--- src/hdl/serm_pkg.sv ---
// Shared constants and command/status types for the slotted encoder rpm meter.
// No dependencies; every other file of the block imports this package.
package serm_pkg;

  // Default widths of the internal time and count state
  localparam int unsigned TIME_WIDTH_DEF  = 32;
  localparam int unsigned COUNT_WIDTH_DEF = 16;

  // Fixed payload widths
  localparam int unsigned EDGE_TIME_W = 32;
  localparam int unsigned RPM_W       = 32;
  localparam int unsigned PCOUNT_W    = 16;
  localparam int unsigned WINDOW_W    = 32;
  localparam int unsigned SLOTS_W     = 8;
  localparam int unsigned MIN_WIN_W   = 32;

  // Configuration port
  localparam int unsigned CFG_DATA_W = 32;
  localparam int unsigned CFG_IDX_W  = 2;
  localparam logic [CFG_IDX_W-1:0] CFG_SLOTS   = 2'd0;
  localparam logic [CFG_IDX_W-1:0] CFG_MIN_WIN = 2'd1;

  localparam logic [SLOTS_W-1:0]   SLOTS_RST   = 8'd20;
  localparam logic [MIN_WIN_W-1:0] MIN_WIN_RST = 32'd500000;

  // Microseconds per minute, and the bits it needs
  localparam int unsigned        US_PER_MIN_W = 26;
  localparam logic [US_PER_MIN_W-1:0] US_PER_MIN = 26'd60000000;

  // Controller to datapath
  typedef struct packed {
    logic accept;    // take the input beat, update count and report time
    logic mul;       // form numerator and denominator
    logic div_step;  // one restoring division step
    logic load_out;  // move the result into the output register
  } serm_cmd_t;

  // Datapath to controller
  typedef struct packed {
    logic report;    // the offered edge closes a window
    logic out_free;  // output register can take a result this cycle
  } serm_status_t;

endpackage

--- src/hdl/serm_if.sv ---
// Valid/ready channel interfaces for edge beats in and report beats out.
// Depends on serm_pkg for the payload widths.
interface serm_in_if import serm_pkg::*; ();
  logic                   valid;
  logic                   ready;
  logic [EDGE_TIME_W-1:0] edge_time_us;

  modport source (output valid, output edge_time_us, input ready);
  modport sink   (input valid, input edge_time_us, output ready);
endinterface

interface serm_out_if import serm_pkg::*; ();
  logic                valid;
  logic                ready;
  logic [RPM_W-1:0]    rpm;
  logic [PCOUNT_W-1:0] pulse_count;
  logic [WINDOW_W-1:0] window_us;

  modport source (output valid, output rpm, output pulse_count, output window_us,
                  input ready);
  modport sink   (input valid, input rpm, input pulse_count, input window_us,
                  output ready);
endinterface

--- src/hdl/serm_ctrl.sv ---
// Sequencer for the rpm meter: accept, multiply, divide, hand off.
// Depends on serm_pkg; drives serm_dp through serm_cmd_t.
module serm_ctrl import serm_pkg::*; #(
  parameter int unsigned NUM_W = COUNT_WIDTH_DEF + US_PER_MIN_W
) (
  input  logic         clk_i,
  input  logic         rst_ni,
  input  logic         in_valid_i,
  output logic         in_ready_o,
  input  serm_status_t status_i,
  output serm_cmd_t    cmd_o
);

  localparam int unsigned CNT_W = $clog2(NUM_W);

  localparam logic [1:0] S_IDLE = 2'd0;
  localparam logic [1:0] S_MUL  = 2'd1;
  localparam logic [1:0] S_DIV  = 2'd2;
  localparam logic [1:0] S_OUT  = 2'd3;

  logic [1:0]       state_q, state_d;
  logic [CNT_W-1:0] cnt_q, cnt_d;

  always_comb begin
    state_d    = state_q;
    cnt_d      = cnt_q;
    cmd_o      = '0;
    in_ready_o = 1'b0;
    case (state_q)
      S_IDLE: begin
        in_ready_o   = 1'b1;
        cmd_o.accept = in_valid_i;
        if (in_valid_i && status_i.report) begin
          state_d = S_MUL;
        end
      end
      S_MUL: begin
        cmd_o.mul = 1'b1;
        cnt_d     = CNT_W'(NUM_W - 1);
        state_d   = S_DIV;
      end
      S_DIV: begin
        cmd_o.div_step = 1'b1;
        if (cnt_q == '0) begin
          state_d = S_OUT;
        end else begin
          cnt_d = cnt_q - 1'b1;
        end
      end
      S_OUT: begin
        // hold until the output register frees up
        if (status_i.out_free) begin
          cmd_o.load_out = 1'b1;
          state_d        = S_IDLE;
        end
      end
      default: begin
        state_d = S_IDLE;
      end
    endcase
  end

  always_ff @(posedge clk_i or negedge rst_ni) begin
    if (!rst_ni) begin
      state_q <= S_IDLE;
      cnt_q   <= '0;
    end else begin
      state_q <= state_d;
      cnt_q   <= cnt_d;
    end
  end

endmodule

--- src/hdl/serm_dp.sv ---
// Datapath of the rpm meter: config, edge count, report time, divider, output register.
// Depends on serm_pkg; commanded by serm_ctrl.
module serm_dp import serm_pkg::*; #(
  parameter int unsigned TIME_WIDTH  = TIME_WIDTH_DEF,
  parameter int unsigned COUNT_WIDTH = COUNT_WIDTH_DEF
) (
  input  logic                   clk_i,
  input  logic                   rst_ni,
  input  logic                   cfg_we_i,
  input  logic [CFG_IDX_W-1:0]   cfg_idx_i,
  input  logic [CFG_DATA_W-1:0]  cfg_data_i,
  input  logic [EDGE_TIME_W-1:0] edge_time_i,
  input  serm_cmd_t              cmd_i,
  output serm_status_t           status_o,
  output logic                   out_valid_o,
  input  logic                   out_ready_i,
  output logic [RPM_W-1:0]       rpm_o,
  output logic [PCOUNT_W-1:0]    pulse_count_o,
  output logic [WINDOW_W-1:0]    window_o
);

  localparam int unsigned NUM_W = COUNT_WIDTH + US_PER_MIN_W;
  localparam int unsigned DEN_W = TIME_WIDTH + SLOTS_W;

  logic [SLOTS_W-1:0]     slots_q;
  logic [MIN_WIN_W-1:0]   min_win_q;
  logic [COUNT_WIDTH-1:0] count_q;
  logic [TIME_WIDTH-1:0]  last_q;
  logic [COUNT_WIDTH-1:0] rep_count_q;
  logic [TIME_WIDTH-1:0]  rep_elapsed_q;
  logic [NUM_W-1:0]       num_q;
  logic [DEN_W-1:0]       den_q;
  logic [DEN_W-1:0]       rem_q;
  logic                   out_valid_q;
  logic [RPM_W-1:0]       rpm_q;
  logic [PCOUNT_W-1:0]    pcount_q;
  logic [WINDOW_W-1:0]    window_q;

  logic [TIME_WIDTH-1:0]  now;
  logic [TIME_WIDTH-1:0]  elapsed;
  logic [COUNT_WIDTH-1:0] count_inc;
  logic [DEN_W:0]         trial;
  logic [DEN_W:0]         diff;
  logic                   qbit;
  logic [RPM_W-1:0]       rpm_sat;

  assign now       = TIME_WIDTH'(edge_time_i);
  assign elapsed   = now - last_q;
  assign count_inc = (count_q == '1) ? count_q : count_q + 1'b1;

  assign status_o.report   = 64'(elapsed) > 64'(min_win_q);
  assign status_o.out_free = !out_valid_q || out_ready_i;

  // restoring division step: shift in next dividend bit, subtract if it fits
  assign trial = {rem_q, num_q[NUM_W-1]};
  assign diff  = trial - {1'b0, den_q};
  assign qbit  = !diff[DEN_W];

  // zero slots gives a zero denominator; report rpm 0 then
  assign rpm_sat = (den_q == '0)                ? '0 :
                   (num_q[NUM_W-1:RPM_W] != '0) ? '1 : num_q[RPM_W-1:0];

  always_ff @(posedge clk_i or negedge rst_ni) begin
    if (!rst_ni) begin
      slots_q   <= SLOTS_RST;
      min_win_q <= MIN_WIN_RST;
      count_q   <= '0;
      last_q    <= '0;
    end else begin
      if (cfg_we_i && cfg_idx_i == CFG_SLOTS) begin
        slots_q <= cfg_data_i[SLOTS_W-1:0];
      end
      if (cfg_we_i && cfg_idx_i == CFG_MIN_WIN) begin
        min_win_q <= cfg_data_i[MIN_WIN_W-1:0];
      end
      if (cmd_i.accept) begin
        if (status_o.report) begin
          count_q <= '0;
          last_q  <= now;
        end else begin
          count_q <= count_inc;
        end
      end
    end
  end

  always_ff @(posedge clk_i) begin
    if (cmd_i.accept && status_o.report) begin
      rep_count_q   <= count_inc;
      rep_elapsed_q <= elapsed;
    end
    if (cmd_i.mul) begin
      num_q <= NUM_W'(rep_count_q) * NUM_W'(US_PER_MIN);
      den_q <= DEN_W'(slots_q) * DEN_W'(rep_elapsed_q);
      rem_q <= '0;
    end else if (cmd_i.div_step) begin
      rem_q <= qbit ? diff[DEN_W-1:0] : trial[DEN_W-1:0];
      num_q <= {num_q[NUM_W-2:0], qbit};
    end
    if (cmd_i.load_out) begin
      rpm_q    <= rpm_sat;
      pcount_q <= (64'(rep_count_q) > 64'({PCOUNT_W{1'b1}})) ?
                  '1 : PCOUNT_W'(rep_count_q);
      window_q <= (64'(rep_elapsed_q) > 64'({WINDOW_W{1'b1}})) ?
                  '1 : WINDOW_W'(rep_elapsed_q);
    end
  end

  always_ff @(posedge clk_i or negedge rst_ni) begin
    if (!rst_ni) begin
      out_valid_q <= 1'b0;
    end else if (cmd_i.load_out) begin
      out_valid_q <= 1'b1;
    end else if (out_ready_i) begin
      out_valid_q <= 1'b0;
    end
  end

  assign out_valid_o   = out_valid_q;
  assign rpm_o         = rpm_q;
  assign pulse_count_o = pcount_q;
  assign window_o      = window_q;

endmodule

--- src/hdl/slotted_encoder_rpm_meter.sv ---
// Top level of the slotted encoder rpm meter: controller plus datapath.
// Depends on serm_pkg, serm_if, serm_ctrl and serm_dp.
//
//  channel  dir  handshake        payload
//  -------  ---  ---------------  -------------------------------------
//  in_i     in   valid / ready    edge_time_us[31:0]
//  out_o    out  valid / ready    rpm[31:0], pulse_count[15:0], window_us[31:0]
//  cfg      in   cfg_we_i only    cfg_idx_i (0 slots, 1 min window), cfg_data_i
//
// An edge that does not close a window is only counted; the next beat is taken
// in the following cycle.
// An edge that closes a window goes through accept, a multiply step, COUNT_WIDTH + 26
// restoring divider steps at one quotient bit each, and a hand-off into the output
// register.
// Reset clears the edge count and the report time and loads slots 20 and
// window 500000 us; there is no clearing pass.
// A stalled output holds its beat while the next edges are still counted; a
// further report waits in the hand-off step until the output beat is taken.
module slotted_encoder_rpm_meter import serm_pkg::*; #(
  parameter int unsigned TIME_WIDTH  = TIME_WIDTH_DEF,
  parameter int unsigned COUNT_WIDTH = COUNT_WIDTH_DEF
) (
  input  logic                  clk_i,
  input  logic                  rst_ni,
  input  logic                  cfg_we_i,
  input  logic [CFG_IDX_W-1:0]  cfg_idx_i,
  input  logic [CFG_DATA_W-1:0] cfg_data_i,
  serm_in_if.sink               in_i,
  serm_out_if.source            out_o
);

  localparam int unsigned NUM_W = COUNT_WIDTH + US_PER_MIN_W;

  serm_cmd_t    cmd;
  serm_status_t status;

  // sequence one window report at a time
  serm_ctrl #(
    .NUM_W (NUM_W)
  ) u_ctrl (
    .clk_i      (clk_i),
    .rst_ni     (rst_ni),
    .in_valid_i (in_i.valid),
    .in_ready_o (in_i.ready),
    .status_i   (status),
    .cmd_o      (cmd)
  );

  // count edges, time the window, divide, and hold the output beat
  serm_dp #(
    .TIME_WIDTH  (TIME_WIDTH),
    .COUNT_WIDTH (COUNT_WIDTH)
  ) u_dp (
    .clk_i         (clk_i),
    .rst_ni        (rst_ni),
    .cfg_we_i      (cfg_we_i),
    .cfg_idx_i     (cfg_idx_i),
    .cfg_data_i    (cfg_data_i),
    .edge_time_i   (in_i.edge_time_us),
    .cmd_i         (cmd),
    .status_o      (status),
    .out_valid_o   (out_o.valid),
    .out_ready_i   (out_o.ready),
    .rpm_o         (out_o.rpm),
    .pulse_count_o (out_o.pulse_count),
    .window_o      (out_o.window_us)
  );

endmodule

--- src/flat_wrapper.sv ---
// flat-port wrapper written by rule: the top's interface ports become plain ports
module slotted_encoder_rpm_meter_flat import serm_pkg::*;
#(
  parameter int unsigned TIME_WIDTH  = TIME_WIDTH_DEF,
  parameter int unsigned COUNT_WIDTH = COUNT_WIDTH_DEF
)
  (clk_i, rst_ni, cfg_we_i, cfg_idx_i, cfg_data_i, in_i_valid, in_i_edge_time_us, in_i_ready, out_o_valid, out_o_rpm, out_o_pulse_count, out_o_window_us, out_o_ready);
  serm_in_if in_i_i ();
  serm_out_if out_o_i ();
  input  logic clk_i;
  input  logic rst_ni;
  input  logic cfg_we_i;
  input  logic [CFG_IDX_W-1:0] cfg_idx_i;
  input  logic [CFG_DATA_W-1:0] cfg_data_i;
  input wire logic [$bits(in_i_i.valid)-1:0] in_i_valid;
  input wire logic [$bits(in_i_i.edge_time_us)-1:0] in_i_edge_time_us;
  output wire logic [$bits(in_i_i.ready)-1:0] in_i_ready;
  output wire logic [$bits(out_o_i.valid)-1:0] out_o_valid;
  output wire logic [$bits(out_o_i.rpm)-1:0] out_o_rpm;
  output wire logic [$bits(out_o_i.pulse_count)-1:0] out_o_pulse_count;
  output wire logic [$bits(out_o_i.window_us)-1:0] out_o_window_us;
  input wire logic [$bits(out_o_i.ready)-1:0] out_o_ready;
  assign in_i_i.valid = in_i_valid;
  assign in_i_i.edge_time_us = in_i_edge_time_us;
  assign in_i_ready = in_i_i.ready;
  assign out_o_valid = out_o_i.valid;
  assign out_o_rpm = out_o_i.rpm;
  assign out_o_pulse_count = out_o_i.pulse_count;
  assign out_o_window_us = out_o_i.window_us;
  assign out_o_i.ready = out_o_ready;
  slotted_encoder_rpm_meter #(.TIME_WIDTH(TIME_WIDTH), .COUNT_WIDTH(COUNT_WIDTH)) u_core (.clk_i(clk_i), .rst_ni(rst_ni), .cfg_we_i(cfg_we_i), .cfg_idx_i(cfg_idx_i), .cfg_data_i(cfg_data_i), .in_i(in_i_i), .out_o(out_o_i));
endmodule
--- config.mk ---
export PLATFORM = sky130hd
export DESIGN_NAME = slotted_encoder_rpm_meter_flat
export DESIGN_NICKNAME = d
export VERILOG_FILES = /design/src/hdl/serm_pkg.sv /design/src/hdl/serm_if.sv /design/src/hdl/serm_ctrl.sv /design/src/hdl/serm_dp.sv /design/src/hdl/slotted_encoder_rpm_meter.sv /design/src/flat_wrapper.sv
export SDC_FILE = /design/constraint.sdc
export NUM_CORES = 2
export LEC_CHECK = 0
export BUFFER_PORTS_ARGS = -buffer_cell sky130_fd_sc_hd__buf_2
export CORE_MARGIN = 2
export CORE_UTILIZATION = 58
export DETAILED_ROUTE_END_ITERATION = 6
export HOLD_SLACK_MARGIN = 0.08
export PLACE_DENSITY = 0.88
export SLEW_MARGIN = 40
export SYNTH_ARGS = -nofsm -noshare
export SYNTH_HDL_FRONTEND = slang
export SYNTH_SLANG_ARGS = --single-unit
--- constraint.sdc ---
create_clock -name clk_i -period 6.4 [get_ports clk_i]
set_clock_uncertainty 0.1 [all_clocks]
set_input_delay 0 -clock clk_i [delete_from_list [all_inputs] [get_ports clk_i]]
set_output_delay 0 -clock clk_i [all_outputs]
set_load 0.05 [all_outputs]
## Yosys cells after proc, flatten, opt, wreduce, memory -nomap -nowiden

Cells that the tools add are included.

- Bits in registers: 347
- Input bits: 71
- Output and inout bits: 82
- Logic and storage cells: 70

- $add $sub $neg: 4
- Multipliers: 2
- $lt $le $gt $ge: 1
- Equal/unequal tests: 9
- Mux-type cells: 20
- Reduce and logical (&&, ||, !) cells: 18

Operator list:

| cell | count |
|---|---|
| $mux W42 | 2 |
| $sub A41 B40 Y41 | 1 |
| $logic_not A40 Y1 | 1 |
| $mul A8 B32 Y40 | 1 |
| $mux W40 | 1 |
| $mul A16 B18 Y34 const B | 1 |
| $gt A32 B32 Y1 | 1 |
| $mux W16 | 2 |
| $mux W32 | 1 |
| $sub A32 B32 Y32 | 1 |
| $add A16 B1 Y16 const B | 1 |
| $eq A16 B16 Y1 const B | 1 |
| $pmux W6 S2 | 1 |
| $reduce_bool A10 Y1 | 1 |
| $mux W1 | 8 |
| $pmux W2 S4 | 1 |
| $logic_not A6 Y1 | 1 |
| $mux W2 | 3 |
| $mux W6 | 1 |
| $ne A2 B2 Y1 const B | 3 |
| $reduce_bool A2 Y1 | 3 |
| $sub A6 B1 Y6 const B | 1 |
| $eq A2 B1 Y1 const B | 2 |
| $eq A2 B2 Y1 const B | 2 |
| other kinds (7) | 13 |

## Longest topological paths before layout

- Word-level depth: 5
- Depth in mapped cells: 26
- Depth with buffers taken out: 25

## Cells and area by module

Synthesis repeated with hierarchy kept, for this count alone.

- Cells, all modules: 3015
- Area, all modules: 30559.3 um^2

Modules (own cells, without submodules):

| module | times used | cells an instance | area each (um^2) | seq. area each (um^2) |
|---|---|---|---|---|
| serm_dp | 1 | 2952 | 29963.7 | 9265.1 |
| serm_ctrl | 1 | 63 | 595.6 | 200.2 |

## Least setup slack after synthesis

OpenSTA, ideal clock, no wires.

- Kind: register to register
- Start: reg u_core.u_dp.last_q[14]
- End: reg u_core.u_dp.rep_count_q[0] (enable)
- Setup time: 0.402 ns
- Data arrival time: 5.622 ns
- Required time: 5.898 ns
- Slack: 0.276 ns
- Cell stages (with the launch flop): 23
- Path buffers: 1
- Clock period less this slack: 6.124 ns
- Path through: dfrtp_1 > inv_1 > ha_1 > a2111oi_0 > o21a_1 > o32a_1 > o21ai_1 > a41oi_1 > o21ai_0 > o41a_1 > a221o_1 > a21oi_1 > xnor2_1 > ha_1 > and4_1 > nand3_1 > or4_1 > inv_1 > o21ai_0 > a21oi_1 > nand3_1 > clkbuf_1 > inv_1

- Longest elaborated chain between the ends: 3

Ends and longest elaborated chain:

| element | RTL line | source |
|---|---|---|
| start: declaration | serm_dp.sv:28 | `logic [TIME_WIDTH-1:0] last_q;` |
| start signal: assignment | serm_dp.sv:79 | `last_q <= now;` |
| $sub A32 B32 Y32 | serm_dp.sv:48 | `assign elapsed = now - last_q;` |
| net u_core.u_dp.elapsed[31] | serm_dp.sv:40 | `logic [TIME_WIDTH-1:0] elapsed;` |
| $gt A32 B32 Y1 | serm_dp.sv:51 | `assign status_o.report = 64'(elapsed) > 64'(min_win_q);` |
| $logic_and A1 B1 Y1 | serm_dp.sv:88 | `if (cmd_i.accept && status_o.report) begin` |
| end signal: assignment | serm_dp.sv:89 | `rep_count_q <= count_inc;` |
| end: declaration | serm_dp.sv:29 | `logic [COUNT_WIDTH-1:0] rep_count_q;` |

The timed path passes the listed nets, and every way through them passes these cells.
A chain may end at the register's enable or synchronous reset.

## Worst setup path in the final report

- Start: reg u_core.u_dp.last_q[14]
- End: reg u_core.u_dp.last_q[10]

- Longest elaborated chain between the ends: 3

Ends and longest elaborated chain:

| element | RTL line |
|---|---|
| $sub A32 B32 Y32 | serm_dp.sv:48 |
| net u_core.u_dp.elapsed[31] | serm_dp.sv:40 |
| $gt A32 B32 Y1 | serm_dp.sv:51 |
| $reduce_and A2 Y1 (no source line) | n/a |

The timed path passes the listed nets, and every way through them passes these cells.

==> run metrics <==
#FFs+latches synth 347; endpoint class of the critical path flip-flop; Worst EP required 6.77 ns; Ys Warns 0; sequential cell area 9470 um2; Ports 153; crit path kind flip-flop to flip-flop; share of cells above drive strength 1 12.2%; GRT Overall Usage 28.5%; Slew @ Worst Pin 0.725 ns; CTS Sinks 347; post-route ant nets 0; Synth top area share 19.7%; sequential-to-total area share from yosys stat 30.7%; Die Ht 235 um; Final setup viols 0; dominant synthesized flop cell edfxtp_1; placed cell area 32500 um2; Crit Path Max Fanout 33; Hold Startpoint cfg_data_i[14]; Post-synth ARST share 28.0%; hold path depth 3; Synth-to-Final Area Change 13.4%; WP buf/inv 2; gr ovfl total 0; Fillers 3664; number of CTS-inserted buffers 40; Post-Route WL 79.3 mm; DRC errors left 1; EDFF count, synth 202; Root Buffer clkbuf_16; Critical R2R Capture u_core.u_dp.last_q[10]; CTS clock-pin slew for the worst setup and hold paths 0.07 ns; DPL Wire Length 53.5 mm; CORE AREA 52600 um2; CP most frequent cell ha_1; Final Cell Area 35000 um2; top cells by area, synth edfxtp_1, fa_1, ha_1; worst-path cell chain inv_1, ha_1, a2111oi_1, o21a_1, o32a_1, o21ai_1, a41oi_2, o21ai_0, o41a_1, a221o_1, a21oi_1, xnor2_1, ha_1, and4_1, nand3_1, or4_1, nor4_2, a21oi_2, nand3_2, buf_8, mux2_2; 1st-pass router iterations 7; Top delay family on crit path compound AO/OA/AOI/OAI gates; crit share post-route 97.4%; vias 23900; gate count after technology mapping 3081; Crit-path slowest cell a2111oi_1; CTS Buffer Depth 3; Yosys cell types 76; largest net degree at the start of global routing 85; r2r setup slk 0.16 ns; vias in the first global route 24300; PortBufs 152; syn nets 3728; GPL Wtd Cong 0.927; R2R cell count 21; Worst setup SP type flip-flop; Syn Area/Cell 10.0 um2; slew margin rel. 51.6%; CTS tree yes; clk_lat worst skew 0.59 ns; Final Hold Viols 0; maxcap violations 0; FF-to-FF Start u_core.u_dp.last_q[14]; most frequent cells in the layout inv_1, ha_1, fa_1; hold path endpoint u_core.u_dp.min_win_q[14]; status finished, violations left; CP max stage delay 0.60 ns; initial antenna violation count 2; first-pass GRT wire length 127 mm; synthesized cell area 30900 um2; nets 3965; die area 55100 um2; Via-to-Cell Ratio 5.92; initial core utilization 58.7%; Min-Delay Path Class input pin to flip-flop; initial DRC count 1964; htree depth 2; failing checks DRC; Rows 84; cell taking the most area after synthesis edfxtp_1; most common cell after layout, fill and taps aside inv_1; multi-input logic area 19300 um2; WP data arrival 6.60 ns; Die W 235 um; WL per Instance 19.6 um; FMAX 0.160 GHz; min Tclk post-route 6.24 ns; Max Slew Vio Count 0
synth_stat cells (24+ instances only):
cell type	instances
inv_1	490
ha_1	312
fa_1	264
nand2_1	258
edfxtp_1	202
and2_1	188
a21oi_1	151
nor2_1	139
o21ai_0	104
xnor2_1	95
dfrtp_1	88
a21o_1	86
clkbuf_1	86
mux2_2	74
nand3_1	52
o21a_1	52
dfxtp_1	48
xor2_1	46
a311oi_2	27
nand4_1	24
worst min-delay path, delay by kind of cell:
family,cells,cell delay (ns)
buffers and inverters,2,0.62
multiplexers,1,0.15
metrics by stage:
step / hold slack (ns) / std cells / setup TNS, ns / util, % / worst slack, ns
floorplan: -0.396 / 3081 / 0 / - / 0.276
global placement: -0.161 / 3858 / 0 / 61.6 / 0.284
detailed placement: -0.159 / 3860 / 0 / 61.8 / 0.0968
CTS: 0.0871 / 4036 / 0 / 66.5 / 0.0967
global route: 0.125 / 4040 / -0.0119 / 66.6 / -0.0119
finish: 0.110 / 4040 / 0 / 66.6 / 0.165
layer usage:
| metal | part of all wire (%) | up-vias | global-route usage [%] |
|---|---|---|---|
| met4 | 5.3 | 0 | 13.2 |
| met2 | 47 | 1229 | 47.1 |
| li1 | - | 10800 | - |
| met5 | 0 | - | 0 |
| met3 | 8.9 | 354 | 6.03 |
| met1 | 39 | 11500 | 35.8 |
worst max-delay path by stage:
stage | start | endpoint | slack, ns | cells after the start
3_5_place_dp | u_core.u_dp.rep_count_q[5] | u_core.u_dp.num_q[39] | 0.1 | 23
4_1_cts | u_core.u_dp.rep_count_q[5] | u_core.u_dp.num_q[39] | 0.1 | 23
6_report | u_core.u_dp.last_q[14] | u_core.u_dp.last_q[10] | 0.16 | 21
5_1_grt | u_core.u_dp.rep_count_q[4] | u_core.u_dp.num_q[39] | -0.01 | 21
3_3_place_gp | u_core.u_dp.rep_count_q[5] | u_core.u_dp.num_q[39] | 0.28 | 23
2_1_floorplan | u_core.u_dp.last_q[14] | u_core.u_dp.rep_count_q[0] | 0.28 | 22
cell type report:
class	count	share of cell area (%)
Antenna cell	2	0.0143
Clock buffer	47	3.15
Clock inverter	27	0.944
Inverter	490	5.26
Multi-Input combinational cell	2151	55.1
Sequential cell	347	27.1
Tap cell	688	2.46
Timing Repair Buffer	288	6.06
registers in the layout (all words and copies together), names as in the netlist, 32 cells and up:
| register | flops |
|---|---|
| u_core.u_dp.num_q | 42 |
| u_core.u_dp.den_q | 40 |
| u_core.u_dp.rem_q | 40 |
| u_core.u_dp.last_q | 32 |
| u_core.u_dp.min_win_q | 32 |
| u_core.u_dp.rep_elapsed_q | 32 |
| u_core.u_dp.rpm_o | 32 |
| u_core.u_dp.window_o | 32 |
cells by family (layout without fill, tap and decap cells):
family | after synthesis | after routing | synth area share [%]
other | 0 | 2 | 0
buffers and inverters | 583 | 852 | 7.17
adders and majority gates | 576 | 576 | 29.8
DFF | 347 | 347 | 30.7
xor gates and xnor gates | 143 | 143 | 4.14
AOI/OAI and AO/OA | 572 | 572 | 12.8
muxes | 83 | 83 | 2.99
and+or+nand+nor | 777 | 777 | 12.4
timing repair:
action	CTS	global route
hold buffers	102	0
resized for setup	0	10
hold endpoints to repair	247	0
setup buffers	0	1
setup endpoints to repair	0	99
Power is left out: the tool's default activity adds up to more than one toggle a clock period on the data nets, which glitch-free logic cannot reach.
